--- src/rtl/core/tea_pkg.sv ---
// Types and constants for the TEA block cipher
package tea_pkg;

  localparam int WORD_W    = 32;
  localparam int ROUNDS    = 32;
  localparam int NUM_CELLS = 2 * ROUNDS;   // one cell per half-round
  localparam int CFG_IDX_W = 2;

  localparam logic [WORD_W-1:0] TEA_DELTA = 32'h9E37_79B9;
  localparam logic [63:0] SUM_DEC_FULL = 64'(ROUNDS) * 64'(TEA_DELTA);
  localparam logic [WORD_W-1:0] SUM_DEC_INIT = SUM_DEC_FULL[WORD_W-1:0];

  localparam logic [CFG_IDX_W-1:0] REG_KEY0 = 2'd0;
  localparam logic [CFG_IDX_W-1:0] REG_KEY1 = 2'd1;
  localparam logic [CFG_IDX_W-1:0] REG_KEY2 = 2'd2;
  localparam logic [CFG_IDX_W-1:0] REG_KEY3 = 2'd3;

  localparam logic CMD_ENCRYPT = 1'b0;
  localparam logic CMD_DECRYPT = 1'b1;

  typedef struct packed {
    logic [WORD_W-1:0] k0;
    logic [WORD_W-1:0] k1;
    logic [WORD_W-1:0] k2;
    logic [WORD_W-1:0] k3;
  } tea_key_t;

  // state that walks down the cell row with each block
  typedef struct packed {
    logic              cmd;
    logic              half;
    logic [WORD_W-1:0] sum;
    logic [WORD_W-1:0] y;
    logic [WORD_W-1:0] z;
  } tea_data_t;

  typedef struct packed {
    logic [WORD_W-1:0] w0;
    logic [WORD_W-1:0] w1;
  } tea_block_t;

endpackage

--- src/rtl/core/tea_if.sv ---


interface tea_out_if;
  logic        valid;
  logic        ready;
  logic [31:0] out_word0;
  logic [31:0] out_word1;

  modport source (output valid, out_word0, out_word1, input ready);
  modport sink   (input valid, out_word0, out_word1, output ready);
endinterface

--- src/rtl/core/tea_skid.sv ---
// Output register with one skid word behind it
module tea_skid (
  input  logic               clk,
  input  logic               rst,
  input  logic               push,
  input  tea_pkg::tea_block_t push_data,
  output logic               full,
  tea_out_if.source          dout
);
  import tea_pkg::*;

  logic       out_valid;
  tea_block_t out_data;
  logic       skid_valid;
  tea_block_t skid_data;
  logic       hold;

  assign hold = out_valid & ~dout.ready;

  always_ff @(posedge clk) begin
    if (rst) begin
      out_valid  <= 1'b0;
      skid_valid <= 1'b0;
    end else if (hold) begin
      if (push) begin
        skid_valid <= 1'b1;
      end
    end else if (skid_valid) begin
      out_valid  <= 1'b1;
      skid_valid <= 1'b0;
    end else begin
      out_valid <= push;
    end
  end

  always_ff @(posedge clk) begin
    if (hold) begin
      if (push) begin
        skid_data <= push_data;
      end
    end else if (skid_valid) begin
      out_data <= skid_data;
    end else if (push) begin
      out_data <= push_data;
    end
  end

  assign full           = skid_valid;
  assign dout.valid     = out_valid;
  assign dout.out_word0 = out_data.w0;
  assign dout.out_word1 = out_data.w1;

endmodule

--- src/flat_wrapper.sv ---
// flat-port wrapper written by rule: the top's interface ports become plain ports
module tea_skid_flat import tea_pkg::*;
  (clk, rst, push, push_data, full, dout_valid, dout_out_word0, dout_out_word1, dout_ready);
  tea_out_if dout_i ();
  input  logic clk;
  input  logic rst;
  input  logic push;
  input  tea_pkg::tea_block_t push_data;
  output logic full;
  output wire logic [$bits(dout_i.valid)-1:0] dout_valid;
  output wire logic [$bits(dout_i.out_word0)-1:0] dout_out_word0;
  output wire logic [$bits(dout_i.out_word1)-1:0] dout_out_word1;
  input wire logic [$bits(dout_i.ready)-1:0] dout_ready;
  assign dout_valid = dout_i.valid;
  assign dout_out_word0 = dout_i.out_word0;
  assign dout_out_word1 = dout_i.out_word1;
  assign dout_i.ready = dout_ready;
  tea_skid u_core (.clk(clk), .rst(rst), .push(push), .push_data(push_data), .full(full), .dout(dout_i));
endmodule
--- config.mk ---
export PLATFORM = sky130hd
export DESIGN_NAME = tea_skid_flat
export DESIGN_NICKNAME = d
export VERILOG_FILES = /design/src/rtl/core/tea_pkg.sv /design/src/rtl/core/tea_if.sv /design/src/rtl/core/tea_skid.sv /design/src/flat_wrapper.sv
export SDC_FILE = /design/constraint.sdc
export NUM_CORES = 1
export LEC_CHECK = 0
export BUFFER_PORTS_ARGS = -buffer_cell sky130_fd_sc_hd__buf_2
export CORE_MARGIN = 2
export CORE_UTILIZATION = 32
export CTS_CLUSTER_SIZE = 8
export DETAILED_ROUTE_END_ITERATION = 12
export GPL_ROUTABILITY_DRIVEN = 0
export PLACE_DENSITY = 0.63
export SYNTH_ARGS = -nofsm -noshare
export SYNTH_HDL_FRONTEND = slang
export SYNTH_SLANG_ARGS = --single-unit
--- constraint.sdc ---
create_clock -name clk -period 5.8 [get_ports clk]
set_input_delay 1.16 -clock clk [delete_from_list [all_inputs] [get_ports clk]]
set_output_delay 1.16 -clock clk [all_outputs]
set_load 0.005 [all_outputs]
==> impl_metrics.ini, run 1 <==
[run_status]
status = finished clean

[clocking]
cts_root_buffer = clkbuf_16
numCtsBuffers = 17
clock-sinks = 130
hold_buffers = 0
tritoncts = built
clockBufferDepth = 2
cts_setup_buffers = 0
htreeDepth = 4
cts.repair.resized = 0
clkTransAtPathRegs_ns = 0.05
clock_latency_ns = 0.41

[setup_path]
rr_worst_depth = 3
r2r-end = u_core.skid_data[2]
start_kind = input port
reg2reg_slack_ns = 3.63
worst-path-max-fanout = 33
end_kind = flop
critPathKind = input port to flop
cp.arrival_ns = 2.81
required_ns = 5.85
reg2reg_from = u_core.dout.valid

[timing]
setup_slack_ns = 3.05
slew_headroom = 0.368
tns_ns = 0
period_needed_ns = 2.75
clock_skew_ns = 0.00657
setup_violations = 0
period_share = 0.475
grt_setup_unrepaired = false
max_freq_mhz = 363
worstMarginPinSlew_ns = 0.946
drv_slew = 0
hold_viol_final = 0

[final_layout]
multiInputGateArea_um2 = 915
regArea_mm2 = 0.00389
area_delta_synth_final_pct = 29.8
n_antenna_cell = 0
fin_nets = 423
drive_above_1_share = 0.625
layout_commonest_cell = buf_2
fill_cells = 1358
final_cell_mix = 133 x buf_2, 128 x edfxtp_1, 38 x mux2_4

[global_route]
top_usage_layer = met2
grtUsageMet1 = 0.139
grt_usage = 0.114
gr-usage-met3 = 0.0544
grt_use_met2 = 0.170
gr-total-overflow = 0
first_global_vias = 2544
grt_max_degree = 65
grt_pass1_wl_um = 13500
antenna_found_initial = 0

[routing]
final_antenna_net_count = 0
drt_iter0_drc = 145
viasPerCell = 4.34
drc = 0
vias = 2412
drt-pass1-iter-count = 4
wl_per_cell_um = 15.6
drt_wl_total_um = 8660

[logic_synthesis]
syn_inst = 208
synthMuxAreaShare = 0.178
yosysSeqAreaShare = 0.800
synth_area_mm2 = 0.00485
synth-compound-area-share = 0.00258
synth.avg_cell_area_um2 = 23.3
synth_fa_ha_area_frac = 0
ys_warn_count = 0
synthDistinctLibCells = 12
synthXorXnorAreaFrac = 0
synth_nets = 276
synth_seq_cells = 130
synth_top_family_by_area = multiplexers
synth_simple_gate_area_share = 0.00490

[die]
core_mm2 = 0.0150
die_y_um = 127
rows = 45
die-area_mm2 = 0.0162
num_io_pins = 134
dieWidth_um = 127
initial_core_util = 0.323

[place]
pre_cts_slack_ns = 2.53
post-dp-hpwl_um = 5510
numPortBuffers = 133

[min_path]
whs_endpoint = u_core.dout.out_word1[5]
min_from = u_core.skid_data[5]
hold-path-cell-count = 1
hold_path.class = flop to flop

[power]
peakVddDrop_mv = 0.199
p_per_area_mw_per_mm2 = 360
p_leak_nw = 2.40
fin_total_pwr_mw = 2.27

[flow_run]
cap_violations = 0
## worst max-delay path: stages
cell and delay, ns:
buf_2 0.09, nand2b_1 0.23, nor2_4 0.76, buf_4 0.54
## where the power goes
group	total, mW	switching [mW]	internal, mW
Combinational	0.125	0.0569	0.0676
Clock	1.04	0.375	0.668
Sequential	1.10	0.0131	1.09
Total	2.27	0.445	1.82
## per-stage QoR
step	hold slack (ns)	utilization	area (um2)	cells
after global placement	0.528	0.381	5720	524
final	0.543	0.419	6300	556
after CTS	0.546	0.419	6300	556
after global routing	0.556	0.419	6300	556
after floorplan	0.523	-	4850	208
after detailed placement	0.533	0.381	5720	524
## routing by layer
layer / vias up / wire [um]
li1: 1124 / -
met1: 1187 / 3900
met2: 89 / 4000
met3: 12 / 620
met4: 0 / 146
met5: - / 0
## sequential cells by signal, summed over array words and instances, names as in the netlist
register               count
u_core.dout.valid          1
u_core.dout.out_word1     32
u_core.dout.out_word0     32
u_core.skid_data          64
u_core.full                1
## layout make-up
class,count,area share
clock buffers,20,0.0693
inverters,1,0.000596
multi-input cells,70,0.145
well taps,188,0.0373
flip-flops and latches,130,0.617
clock inverters,12,0.0222
repair buffers,135,0.108
## kinds of logic (layout without fill, tap and decap cells)
kind of cell,count (synthesis),after routing
AO/OA/AOI/OAI,2,2
buffers and inverters,8,168
flip-flops,130,130
multiplexers,64,64
AND/OR/NAND/NOR,4,4
## Yosys cell counts
library cell | instances | area [um2]
nand2b_1 | 1 | 6.26
mux2_2 | 26 | 293
nor2_1 | 2 | 7.51
o21a_1 | 1 | 7.51
edfxtp_1 | 128 | 3840
mux2_4 | 38 | 571
nor3_2 | 1 | 10.0
buf_6 | 5 | 56.3
dfxtp_1 | 2 | 40.0
a21oi_1 | 1 | 5.00
buf_2 | 2 | 10.0
inv_1 | 1 | 3.75
## worst max-delay path by stage
stage               cells past startpoint       start             endpoint
finish                                  4  dout_ready  u_core.skid_data[2]
global placement                        4  dout_ready  u_core.skid_data[2]
detailed placement                      4  dout_ready  u_core.skid_data[3]
CTS                                     4  dout_ready  u_core.skid_data[1]
global route                            4  dout_ready  u_core.skid_data[2]
floorplan                               2  dout_ready  u_core.skid_data[0]
Note: power is estimated with default switching activity, not from simulation.
==> run 2, diff against run 1 <==
==> constraint.sdc (replaced) <==
create_clock -name clk -period 2.9 [get_ports clk]
set_input_delay 0.58 -clock clk [delete_from_list [all_inputs] [get_ports clk]]
set_output_delay 0.58 -clock clk [all_outputs]
set_load 0.005 [all_outputs]
==> run 2 against run 1 <==
Net effect: final cell count increased by 0.72%; global-route usage about the same; via count increased by 1.0%; clock-buffer cell count is 3 lower; critical endpoint is now full.
==> impl_metrics.ini, run 2 (same netlist as run 1, synthesis figures left out) <==
[timing]
slew_headroom = 0.601
hold_viol_final = 0
setup_slack_ns = 0.818
drv_slew = 0
worstMarginPinSlew_ns = 0.597
period_needed_ns = 2.08
setup_violations = 0
period_share = 0.718
tns_ns = 0
grt_setup_unrepaired = false
clock_skew_ns = 0.00454
max_freq_mhz = 480

[final_layout]
layout_commonest_cell = buf_2
fill_cells = 1308
fin_nets = 427
drive_above_1_share = 0.639
final_cell_mix = 133 x buf_2, 128 x edfxtp_1, 38 x mux2_4
largest_reg_flops = 64
largest-register = u_core.skid_data
utilization = 0.426
area_delta_synth_final_pct = 32.0

[routing]
drt_iter0_drc = 138
drc = 0
final_antenna_net_count = 0
viasPerCell = 4.35
drt-pass1-iter-count = 4
drt_wl_total_um = 8950
wl_per_cell_um = 16.0
vias = 2437

[run_status]
status = finished clean

[min_path]
hold_path.class = input port to flop
whs_endpoint = u_core.full
hold-path-cell-count = 2
min_from = rst

[clocking]
htreeDepth = 4
tritoncts = built
clock_latency_ns = 0.41
clock-sinks = 130
numCtsBuffers = 17
clockBufferDepth = 2
hold_buffers = 0
cts_root_buffer = clkbuf_16
clkTransAtPathRegs_ns = 0.06
cts.repair.resized = 0
cts_setup_buffers = 0

[die]
rows = 45
dieWidth_um = 127
num_io_pins = 134
initial_core_util = 0.323
die_y_um = 127
die-area_mm2 = 0.0162
core_mm2 = 0.0150

[setup_path]
reg2reg_from = u_core.full
cp.arrival_ns = 1.50
crit_chain = buf_4 -> buf_2
reg2reg_slack_ns = 1.25
end_kind = primary output
critPathKind = flop to primary output
cpPeakStageDelay_ns = 0.57
start_kind = flop
required_ns = 2.32
worst-path-max-fanout = 20
r2r-end = u_core.dout.out_word0[19]
critPathSlowestCell = dfxtp_4
rr_worst_depth = 2

[place]
post-dp-hpwl_um = 5980
pre_cts_slack_ns = 0.853
numPortBuffers = 133

[global_route]
grt_max_degree = 41
grt_usage = 0.114
grt_pass1_wl_um = 13500
first_global_vias = 2463
antenna_found_initial = 3
gr-total-overflow = 0

[power]
p_leak_nw = 2.45
peakVddDrop_mv = 0.417
p_per_area_mw_per_mm2 = 727

[flow_run]
cap_violations = 0
==> run 2: changes by cell type in the layout (fill, tap and decap cells not counted), sizes merged <==
| cell | delta |
|---|---|
| buf | +4 |
| bufinv | +1 |
| clkinvlp | +1 |
| diode | +1 |
| clkbuf | -3 |
==> run 2: how the worst max path moves through the flow <==
stage / startpoint / to
2_1_floorplan: dout_ready / u_core.skid_data[0]
3_3_place_gp: dout_ready / u_core.skid_data[20]
3_5_place_dp: dout_ready / u_core.skid_data[15]
4_1_cts: u_core.full / full
5_1_grt: u_core.full / full
6_report: u_core.full / full
==> run 2: cell type report <==
class / count / area, um2 / area share
Sequential cell: 130 / 3890 / 0.607
Multi-Input combinational cell: 70 / 915 / 0.143
Timing Repair Buffer: 139 / 748 / 0.117
Clock buffer: 17 / 425 / 0.0664
Tap cell: 188 / 235 / 0.0367
Clock inverter: 14 / 190 / 0.0297
Inverter: 1 / 3.75 / 0.000586
Antenna cell: 1 / 2.50 / 0.000391
==> run 2: power breakdown <==
group	switching [mW]	internal, mW	leakage (nW)	total [mW]
Sequential	0.0262	2.17	1.22	2.19
Combinational	0.118	0.143	0.940	0.261
Clock	0.774	1.43	0.288	2.20
Total	0.918	3.74	2.45	4.66
==> run 2: worst max-delay path: cells and delay by family (launching register included) <==
| family | cells | cell delay [ns] |
|---|---|---|
| flip-flops | 1 | 0.57 |
| buffers and inverters | 2 | 0.51 |
==> run 2: routing by layer <==
layer	share of wire	vias to the layer above	GRT usage
li1	-	1136	-
met1	0.45	1182	0.144
met2	0.45	102	0.164
met3	0.086	13	0.0582
met4	0.014	4	0.0504
met5	0.0026	-	0
==> run 2: metrics by stage <==
| step | instances | hold slack [ns] | power (mW) | cell area, um2 |
|---|---|---|---|---|
| 2_1_floorplan | 208 | 0.523 | 2.35 | 4860 |
| 3_3_place_gp | 528 | 0.528 | 2.49 | 5790 |
| 3_5_place_dp | 528 | 0.531 | 2.50 | 5790 |
| 4_1_cts | 559 | 0.313 | 4.72 | 6400 |
| 5_1_grt | 559 | 0.316 | 4.82 | 6400 |
| 6_report | 560 | 0.341 | 4.66 | 6410 |
