[config.mk]
export PLATFORM = sky130hd
export DESIGN_NAME = tea_cell
export DESIGN_NICKNAME = d
export VERILOG_FILES = /design/src/rtl/core/tea_pkg.sv /design/src/rtl/core/tea_cell.sv
export SDC_FILE = /design/constraint.sdc
export NUM_CORES = 1
export LEC_CHECK = 0
export ABC_AREA = 1
export BUFFER_PORTS_ARGS = -buffer_cell sky130_fd_sc_hd__buf_2
export CAP_MARGIN = 20
export CORE_MARGIN = 2
export CORE_UTILIZATION = 30
export CTS_CLUSTER_SIZE = 30
export DETAILED_ROUTE_END_ITERATION = 16
export GPL_ROUTABILITY_DRIVEN = 0
export PLACE_DENSITY = 0.49
export SYNTH_ARGS = -nofsm -noshare
export SYNTH_HDL_FRONTEND = slang
export SYNTH_SLANG_ARGS = --single-unit
[constraint.sdc]
create_clock -name clk -period 7.2 [get_ports clk]
set_input_delay 1.08 -clock clk [delete_from_list [all_inputs] [get_ports clk]]
set_output_delay 1.08 -clock clk [all_outputs]
set_load 0.005 [all_outputs]
[src/rtl/core/tea_pkg.sv]
// Types and constants for the TEA block cipher
package tea_pkg;

  localparam int WORD_W    = 32;
  localparam int ROUNDS    = 32;
  localparam int NUM_CELLS = 2 * ROUNDS;   // one cell per half-round
  localparam int CFG_IDX_W = 2;

  localparam logic [WORD_W-1:0] TEA_DELTA = 32'h9E37_79B9;
  localparam logic [63:0] SUM_DEC_FULL = 64'(ROUNDS) * 64'(TEA_DELTA);
  localparam logic [WORD_W-1:0] SUM_DEC_INIT = SUM_DEC_FULL[WORD_W-1:0];

  localparam logic [CFG_IDX_W-1:0] REG_KEY0 = 2'd0;
  localparam logic [CFG_IDX_W-1:0] REG_KEY1 = 2'd1;
  localparam logic [CFG_IDX_W-1:0] REG_KEY2 = 2'd2;
  localparam logic [CFG_IDX_W-1:0] REG_KEY3 = 2'd3;

  localparam logic CMD_ENCRYPT = 1'b0;
  localparam logic CMD_DECRYPT = 1'b1;

  typedef struct packed {
    logic [WORD_W-1:0] k0;
    logic [WORD_W-1:0] k1;
    logic [WORD_W-1:0] k2;
    logic [WORD_W-1:0] k3;
  } tea_key_t;

  // state that walks down the cell row with each block
  typedef struct packed {
    logic              cmd;
    logic              half;
    logic [WORD_W-1:0] sum;
    logic [WORD_W-1:0] y;
    logic [WORD_W-1:0] z;
  } tea_data_t;

  typedef struct packed {
    logic [WORD_W-1:0] w0;
    logic [WORD_W-1:0] w1;
  } tea_block_t;

endpackage

[src/rtl/core/tea_cell.sv]
// One TEA half-round cell of the pipeline row
module tea_cell (
  input  logic              clk,
  input  logic              rst,
  input  logic              en,
  input  logic              valid_in,
  input  tea_pkg::tea_data_t data_in,
  input  tea_pkg::tea_key_t  key,
  output logic              valid,
  output tea_pkg::tea_data_t data
);
  import tea_pkg::*;

  logic              upd_y;
  logic [WORD_W-1:0] src;
  logic [WORD_W-1:0] dst;
  logic [WORD_W-1:0] ka;
  logic [WORD_W-1:0] kb;
  logic [WORD_W-1:0] mix;
  logic [WORD_W-1:0] res;
  logic [WORD_W-1:0] sum_next;
  tea_data_t         data_next;

  // encrypt: first half updates y, decrypt: first half updates z
  assign upd_y = (data_in.half == data_in.cmd);

  always_comb begin
    src = upd_y ? data_in.z : data_in.y;
    dst = upd_y ? data_in.y : data_in.z;
    ka  = upd_y ? key.k0 : key.k2;
    kb  = upd_y ? key.k1 : key.k3;
    mix = ((src << 4) + ka) ^ (src + data_in.sum) ^ ((src >> 5) + kb);
    res = (data_in.cmd == CMD_DECRYPT) ? dst - mix : dst + mix;
    // running sum steps once per full round
    if (data_in.half) begin
      sum_next = (data_in.cmd == CMD_DECRYPT) ? data_in.sum - TEA_DELTA
                                              : data_in.sum + TEA_DELTA;
    end else begin
      sum_next = data_in.sum;
    end
    data_next      = data_in;
    data_next.half = ~data_in.half;
    data_next.sum  = sum_next;
    data_next.y    = upd_y ? res : data_in.y;
    data_next.z    = upd_y ? data_in.z : res;
  end

  always_ff @(posedge clk) begin
    if (rst) begin
      valid <= 1'b0;
    end else if (en) begin
      valid <= valid_in;
    end
  end

  always_ff @(posedge clk) begin
    if (en) begin
      data <= data_next;
    end
  end

endmodule

==> reports/qor.yml, run 1 <==
outcome: "finished clean"
stdcell_count: 3752
synth-warning-count: 0
drv_slew: 0
drt_iter0_drc: 1650
cts_sinks: 99
drv_cap: 0
die_x_um: 235.3
antenna_found_initial: 2
row_count: 84
ys.flop_type: "edfxtp_1"
end_kind: "flop"
pre_cts_ws_ns: 0.01789
cp.depth: 36
vdd_drop_max_v: 0.0001280
rr_startpoint: "valid"
clk_latency_ns: 0.39
cts_buffer_depth: 2
drc: 0
initial_core_util: 0.3042
max_stage_delay_ns: 0.47
startpoint_type: "primary input"
period_needed_ns: 6.631
drive_gt1_frac: 0.1531
drtAntennaViolNets: 0
io_pins: 329
yosysTopAreaCell: "nand2_1"
power_density_nw_per_um2: 260.5
crit_required_ns: 7.33
grt_max_degree: 70
ctsHoldBuffers: 0
final_cell_area_sq_um: 19330
wirelength_um: 67440
finalSetupTns_ns: 0
root_buffer: "clkbuf_16"
synth_top_area_share: 0.2491
fin_ws_ns: 0.5690
synthTopCellsByArea: "nand2_1 (25%), edfxtp_1 (18%), ha_1 (12%)"
rr_endpoint: "valid"
hold_path.class: "flop to flop"
crit_top_cell: "nand2_1"
synth_edf_count: 98
cts.clk_slew.worst_paths_ns: 0.07
synthCells: 2696
critPathKind: "primary input to flop"
min_period_over_period: 0.9210
area_growth_pct: 20.46
total_power_mw: 5.037
layout.cells.most_common_list: "nand2_1 (1062), buf_2 (327), inv_1 (319)"
ys_types: 50
async_flop_share: 0
p_leak_nw: 10.55
final-hold-violation-count: 0
port_buffers: 328
grt_pass1_wl_um: 100600
grtUsageTotal: 0.2369
finalSetupViolations: 0
slew_headroom: 0.4136
syn_avg_cell_area_sq_um: 5.953
wire_per_inst_um: 17.97
fmax_ghz: 0.1508
finClkSkew_ns: 0
core_sq_um: 52760
first_pass_iters: 6
nNetsFinal: 3448
dp_hpwl_um: 58760
cp.buffers_inverters: 3
grt_pass1_vias: 17710
placed_cells: 3733
cts_tree: "yes"
cpLargestDelayFamily: "simple AND/OR/NAND/NOR gates"
cp_max_fo: 25
routed-via-count: 18940
cts-htree-levels: 3
fp.dieH_um: 235.3
reg2regPathDepth: 2
startpoint: "data_in[97]"
ys_ff_latch: 99
syn_area_sq_um: 16050
critPathSlowestCell: "fa_1"
cp-endpoint: "data[61]"
dieArea_sq_um: 55360
syn_nets: 3085
final_common_cell: "nand2_1"
grt.overflow.total: 0
yosysSeqAreaShare: 0.1846
viasPerCell: 5.047
worstMarginPinSlew_ns: 0.8796
r2r_setup_slack_ns: 6.61
arrival_ns: 6.76
cts_buffers: 9
place_area_sq_um: 18920
[cells in the mapped netlist (all sizes together), types with 2 or more instances]
cell	instances
nand2	1073
mux2i	6
a211oi	7
fa	5
nor3	19
o21bai	11
o221ai	4
o21a	7
inv	321
nor4	8
a21oi	158
nand4	39
nand3b	23
xor2	63
o21ai	155
nand3	195
ha	154
nor2	187
or2	17
a31oi	17
clkbuf	36
xnor2	50
a21boi	4
o31ai	2
o211ai	4
nand2b	2
a21o	11
edfxtp	98
buf	13
[power by group]
part	total, mW	internal (mW)	switching, mW
Combinational	3.60	1.29	2.31
Clock	0.525	0.301	0.225
Sequential	0.912	0.872	0.0399
Total	5.04	2.46	2.57
[state kept, by name, summed over array words and instances (netlist names)]
register / flops
data: 98
valid: 1
[per-stage QoR]
step	hold slack (ns)	utilization
6_report	0.5093	0.3664
4_1_cts	0.5072	0.3644
2_1_floorplan	0.4850	-
3_5_place_dp	0.4881	0.3586
5_1_grt	0.5647	0.3664
3_3_place_gp	0.4765	0.3586
[cells by family after synthesis]
kind of cell | share of synthesized area
AO/OA/AOI/OAI | 0.1302
XOR/XNOR | 0.06354
adder cells (fa/ha/maj) | 0.1263
buffers and inverters | 0.08825
flip-flops | 0.1846
multiplexers | 0.003742
AND/OR/NAND/NOR | 0.4034
[layer usage]
layer | GRT usage | vias to the layer above | share of wire
met5 | 0 | - | 0
met2 | 0.3680 | 699 | 0.42
met4 | 0.09226 | 0 | 0.036
met1 | 0.3315 | 8630 | 0.47
li1 | - | 9535 | -
met3 | 0.03225 | 74 | 0.070
[worst reg2reg max path, cell delays in order (launching register included)]
cell	delay (ns)
dfxtp_1	0.31
mux2i_1	0.12
nor2_1	0.06
[worst min-delay path by stage]
stage	startpoint	end	depth (start not counted)
after floorplan	valid	valid	2
after global placement	valid	valid	2
after detailed placement	valid	valid	2
after CTS	valid	valid	2
after global routing	valid	valid	2
final	valid	valid	2
[what timing repair did]
item,4_1_cts,5_1_grt
setup buffers,0,3
endpoints found under the setup margin,0,11
resized for setup,0,15
[layout make-up]
type / count / area (sq um)
antenna: 1 / 2.502
multi-input combinational: 2227 / 11750
timing repair buffer: 401 / 2246
tap: 688 / 860.8
sequential: 99 / 2963
clock inverter: 5 / 78.83
clock buffer: 10 / 229.0
inverter: 321 / 1207
fill: 5817 / 33430
(Power assumes the default switching activity.)
==> inputs of run 2 (changes only) <==
- REMOVE_ABC_BUFFERS: unset -> 1
==> reports/qor.yml, run 2 (same netlist as run 1, synthesis figures left out) <==
initial_core_util: 0.3042
grt_pass1_vias: 17520
pre_cts_ws_ns: -0.1146
p_switching_mw: 2.564
regMostFlops: "data"
max_stage_delay_ns: 0.59
critPathSlowestCell: "o21ai_0"
period_needed_ns: 6.650
core_sq_um: 52760
crit_required_ns: 7.33
port_buffers: 328
clk_latency_ns: 0.36
fp.dieH_um: 235.3
grtUsageTotal: 0.2277
pwr-share-seq: 0.189
cts_buffers: 9
post_cts_buffers: 0
place_area_sq_um: 18920
hold_path.class: "flop to flop"
layout.cells.most_common_list: "nand2_1 (1064), buf_2 (327), inv_1 (319)"
die_x_um: 235.3
wire_per_inst_um: 17.32
vdd_drop_max_v: 0.0001245
end_kind: "flop"
final_common_cell: "nand2_1"
cts_tree: "yes"
final-hold-violation-count: 0
cts_buffer_depth: 2
holdCritStartpoint: "valid"
ctsHoldBuffers: 0
min_period_over_period: 0.9236
p_leak_nw: 10.53
outcome: "finished clean"
antenna_found_initial: 0
dieArea_sq_um: 55360
drc: 0
largest_registers: "data: 98 flops, valid: 1 flops"
arrival_ns: 6.78
fillers: 5838
rsz0062_at_grt: "no"
placed_cells: 3733
worstMarginPinSlew_ns: 0.9408
drtAntennaViolNets: 0
cts_sinks: 99
postCtsResizedCells: 0
diodes: 0
nNetsFinal: 3445
slew_headroom: 0.3728
row_count: 84
drv_cap: 0
dp_hpwl_um: 57070
stdcell_count: 3749
grt_pass1_wl_um: 97220
area_growth_pct: 20.09
fmax_ghz: 0.1504
clock_power_share: 0.099
first_pass_iters: 6
finalSetupViolations: 0
final_cell_area_sq_um: 19270
finClkSkew_ns: 0
cp_max_fo: 30
largest_reg_flops: 98
fin_ws_ns: 0.5504
drv_slew: 0
critPathKind: "primary input to flop"
crit_top_cell: "nand2_1"
drive_gt1_frac: 0.1522
startpoint_type: "primary input"
cts-htree-levels: 3
wirelength_um: 64940
routed-via-count: 18810
power_density_nw_per_um2: 258.9
fin_util: 0.3653
io_pins: 329
grt.overflow.total: 0
viasPerCell: 5.017
drt_iter0_drc: 1398
switching_share: 0.5139
cts.clk_slew.worst_paths_ns: 0.07
root_buffer: "clkbuf_16"
comb_power_share: 0.711
startpoint: "data_in[97]"
p_int_mw: 2.426
grt_max_degree: 74
rr_startpoint: "valid"
-- run 2: changes by cell type in the layout (fill, tap and decap cells not counted), sizes merged --
cell    before  now
clkbuf      10    9
bufinv       2    1
diode        1    0
clkinv       1    4
buf        401  398
-- run 2: worst max-delay path: cells and delay by family --
| kind | cells | cell delay, ns |
|---|---|---|
| buf+inv | 8 | 0.90 |
| compound gates | 5 | 1.11 |
| simple gates | 23 | 3.00 |
| fa+ha+maj | 2 | 0.64 |
-- run 2: area by class of cell --
cell class / count / area (sq um) / area share
clock buffer: 9 / 225.2 / 0.01169
clock inverter: 7 / 68.82 / 0.003570
inverter: 321 / 1207 / 0.06265
multi-input combinational: 2227 / 11740 / 0.6093
sequential: 99 / 2963 / 0.1537
tap: 688 / 860.8 / 0.04466
timing repair buffer: 398 / 2206 / 0.1145
-- run 2: per-stage QoR --
step / power, mW / hold WS, ns / setup TNS (ns)
2_1_floorplan: 3.250 / 0.4850 / -41.38
6_report: 4.990 / 0.5046 / 0
3_3_place_gp: 4.427 / 0.4683 / -0.05494
4_1_cts: 4.963 / 0.5047 / 0
5_1_grt: 5.477 / 0.6119 / 0
3_5_place_dp: 4.452 / 0.4881 / -0.2151
-- run 2: power groups by stage --
| stage | clock, mW | sequential [mW] | combinational (mW) |
|---|---|---|---|
| floorplan | 0 | 0.949 | 2.30 |
| global placement | 0 | 0.962 | 3.47 |
| detailed placement | 0 | 0.960 | 3.49 |
| CTS | 0.512 | 0.947 | 3.50 |
| global route | 0.533 | 0.959 | 3.99 |
| finish | 0.495 | 0.944 | 3.55 |
-- run 2: path summary, 6_finish.rpt --
check	endpoint	slack, ns	depth (start not counted)
max	data[31]	0.55	38
min	valid	0.50	2
max reg2reg	valid	6.60	2
min reg2reg	valid	0.50	2
-- run 2: routing by layer --
layer,GRT usage,up-vias,share of wire
met5,0,-,0
met4,0.04613,0,0.015
met3,0.01571,49,0.055
met2,0.3922,577,0.46
met1,0.3129,8648,0.47
li1,-,9533,-
==> inputs of run 3 (changes only) <==
--- a/config.mk
+++ b/config.mk
@@ -15,2 +15,3 @@
 export GPL_ROUTABILITY_DRIVEN = 0
+export HOLD_SLACK_MARGIN = 0.1
 export PLACE_DENSITY = 0.49
==> constraint.sdc (replaced) <==
create_clock -name clk -period 7.2 [get_ports clk]
set_input_delay 0.36 -clock clk [delete_from_list [all_inputs] [get_ports clk]]
set_output_delay 0.36 -clock clk [all_outputs]
set_load 0.005 [all_outputs]
==> reports/qor.yml, run 3 (same netlist as run 1, synthesis figures left out) <==
outcome: "finished clean"
core_sq_um: 52760
grt_pass1_wl_um: 98240
ctsHoldBuffers: 0
grt_busiest_layer: "met2"
placed_cells: 3689
drive_gt1_frac: 0.1369
finClkSkew_ns: 0
grtUsageTotal: 0.2295
antenna_found_initial: 1
crit_top_cell: "nand2_1"
final_common_cell: "nand2_1"
use_met3: 0.02158
met2_usage: 0.3832
drtAntennaViolNets: 0
cts_sinks: 99
cts.clk_slew.worst_paths_ns: 0.07
r2r_setup_slack_ns: 6.61
row_count: 84
layout.cells.most_common_list: "nand2_1 (1064), buf_2 (327), inv_1 (319)"
drv_cap: 0
arrival_ns: 6.60
routed-via-count: 18610
area_growth_pct: 17.63
pwr-share-seq: 0.190
clock_power_share: 0.099
end_kind: "flop"
wire_per_inst_um: 17.47
fp.dieH_um: 235.3
total_power_mw: 4.886
io_pins: 329
hold_depth: 2
fmax_ghz: 0.1547
initial_core_util: 0.3042
hold_path.class: "primary input to flop"
critPathSlowestCell: "nor3_1"
period_needed_ns: 6.464
drt_iter0_drc: 1336
hold-path-endpoint: "valid"
rr_startpoint: "valid"
rsz0062_at_grt: "no"
cp_max_fo: 50
worstMarginPinSlew_ns: 0.8928
grt_max_degree: 70
fillers: 5861
rr_endpoint: "valid"
die_x_um: 235.3
nNetsFinal: 3401
p_int_mw: 2.320
grt_use_met1: 0.3141
postCtsResizedCells: 0
critPathKind: "primary input to flop"
reg2regPathDepth: 2
largest_registers: "data: 98 flops, valid: 1 flops"
viasPerCell: 5.021
dp_hpwl_um: 57040
finalSetupViolations: 0
crit_required_ns: 7.33
max_stage_delay_ns: 0.47
cts-htree-levels: 3
first_pass_iters: 6
min_period_over_period: 0.8977
p_switching_mw: 2.566
port_buffers: 328
holdCritStartpoint: "rst"
grt.overflow.total: 0
clk_latency_ns: 0.37
whs_ns: 0.1355
power_density_nw_per_um2: 258.8
drc: 0
comb_power_share: 0.711
largest_reg_flops: 98
root_buffer: "clkbuf_16"
cts_buffers: 9
fin_util: 0.3578
drv_slew: 0
p_leak_nw: 10.30
wirelength_um: 64770
switching_share: 0.5251
post_cts_buffers: 0
final-hold-violation-count: 0
stdcell_count: 3707
cts_buffer_depth: 2
regMostFlops: "data"
slew_headroom: 0.4048
vdd_drop_max_v: 0.0001007
startpoint_type: "primary input"
grt_pass1_vias: 17890
cts_tree: "yes"
dieArea_sq_um: 55360
==> run 3: changes by cell type in the layout (fill, tap and decap cells not counted), moves of 3 or more <==
cell,previous run,this run
buf_4,66,25
buf_6,3,0
clkinv_2,3,0
clkinv_4,1,4
==> run 3: critical path, delay by kind of cell <==
family	cells	cell delay, ns
and+or+nand+nor	24	3.30
buffers and inverters	9	1.43
adders and majority gates	2	0.61
AOI/OAI and AO/OA	4	0.51
xor gates and xnor gates	1	0.29
==> run 3: power groups by stage <==
stage | logic [mW] | registers (mW) | clock network (mW)
2_1_floorplan | 2.30 | 0.949 | 0
3_5_place_dp | 3.44 | 0.946 | 0
3_3_place_gp | 3.42 | 0.942 | 0
4_1_cts | 3.45 | 0.933 | 0.495
5_1_grt | 3.90 | 0.944 | 0.515
6_report | 3.48 | 0.927 | 0.482
==> run 3: cell type report <==
type                    count  area (sq um)  share of cell area
diodes                      2         5.005           0.0002651
clock buffers               9         225.2             0.01193
clock inverters             7         62.56            0.003314
inverters                 321          1207             0.06395
multi-input cells        2227         11690              0.6193
flip-flops and latches     99          2963              0.1569
well taps                 688         860.8             0.04560
repair buffers            354          1864             0.09875
==> run 3: how the worst max path moves through the flow <==
| stage | start | end | cells past startpoint |
|---|---|---|---|
| global route | data_in[97] | data[63] | 40 |
| floorplan | data_in[97] | data[31] | 39 |
| CTS | data_in[97] | data[31] | 40 |
| finish | data_in[97] | data[31] | 40 |
| detailed placement | data_in[97] | data[31] | 40 |
| global placement | data_in[97] | data[63] | 40 |
==> run 3: per-layer routing <==
| layer | vias to the layer above | wire [um] |
|---|---|---|
| met3 | 88 | 3591 |
| met5 | - | 13 |
| li1 | 9447 | - |
| met2 | 593 | 29290 |
| met1 | 8482 | 30200 |
| met4 | 2 | 1668 |
==> run 3: through the flow <==
stage	worst slack (ns)	area [sq um]	setup TNS, ns
global placement	0.4232	18590	0
finish	0.7365	18880	0
floorplan	-0.4075	15840	-7.895
detailed placement	0.3775	18590	0
CTS	0.7579	18870	0
global route	0.1311	18870	0
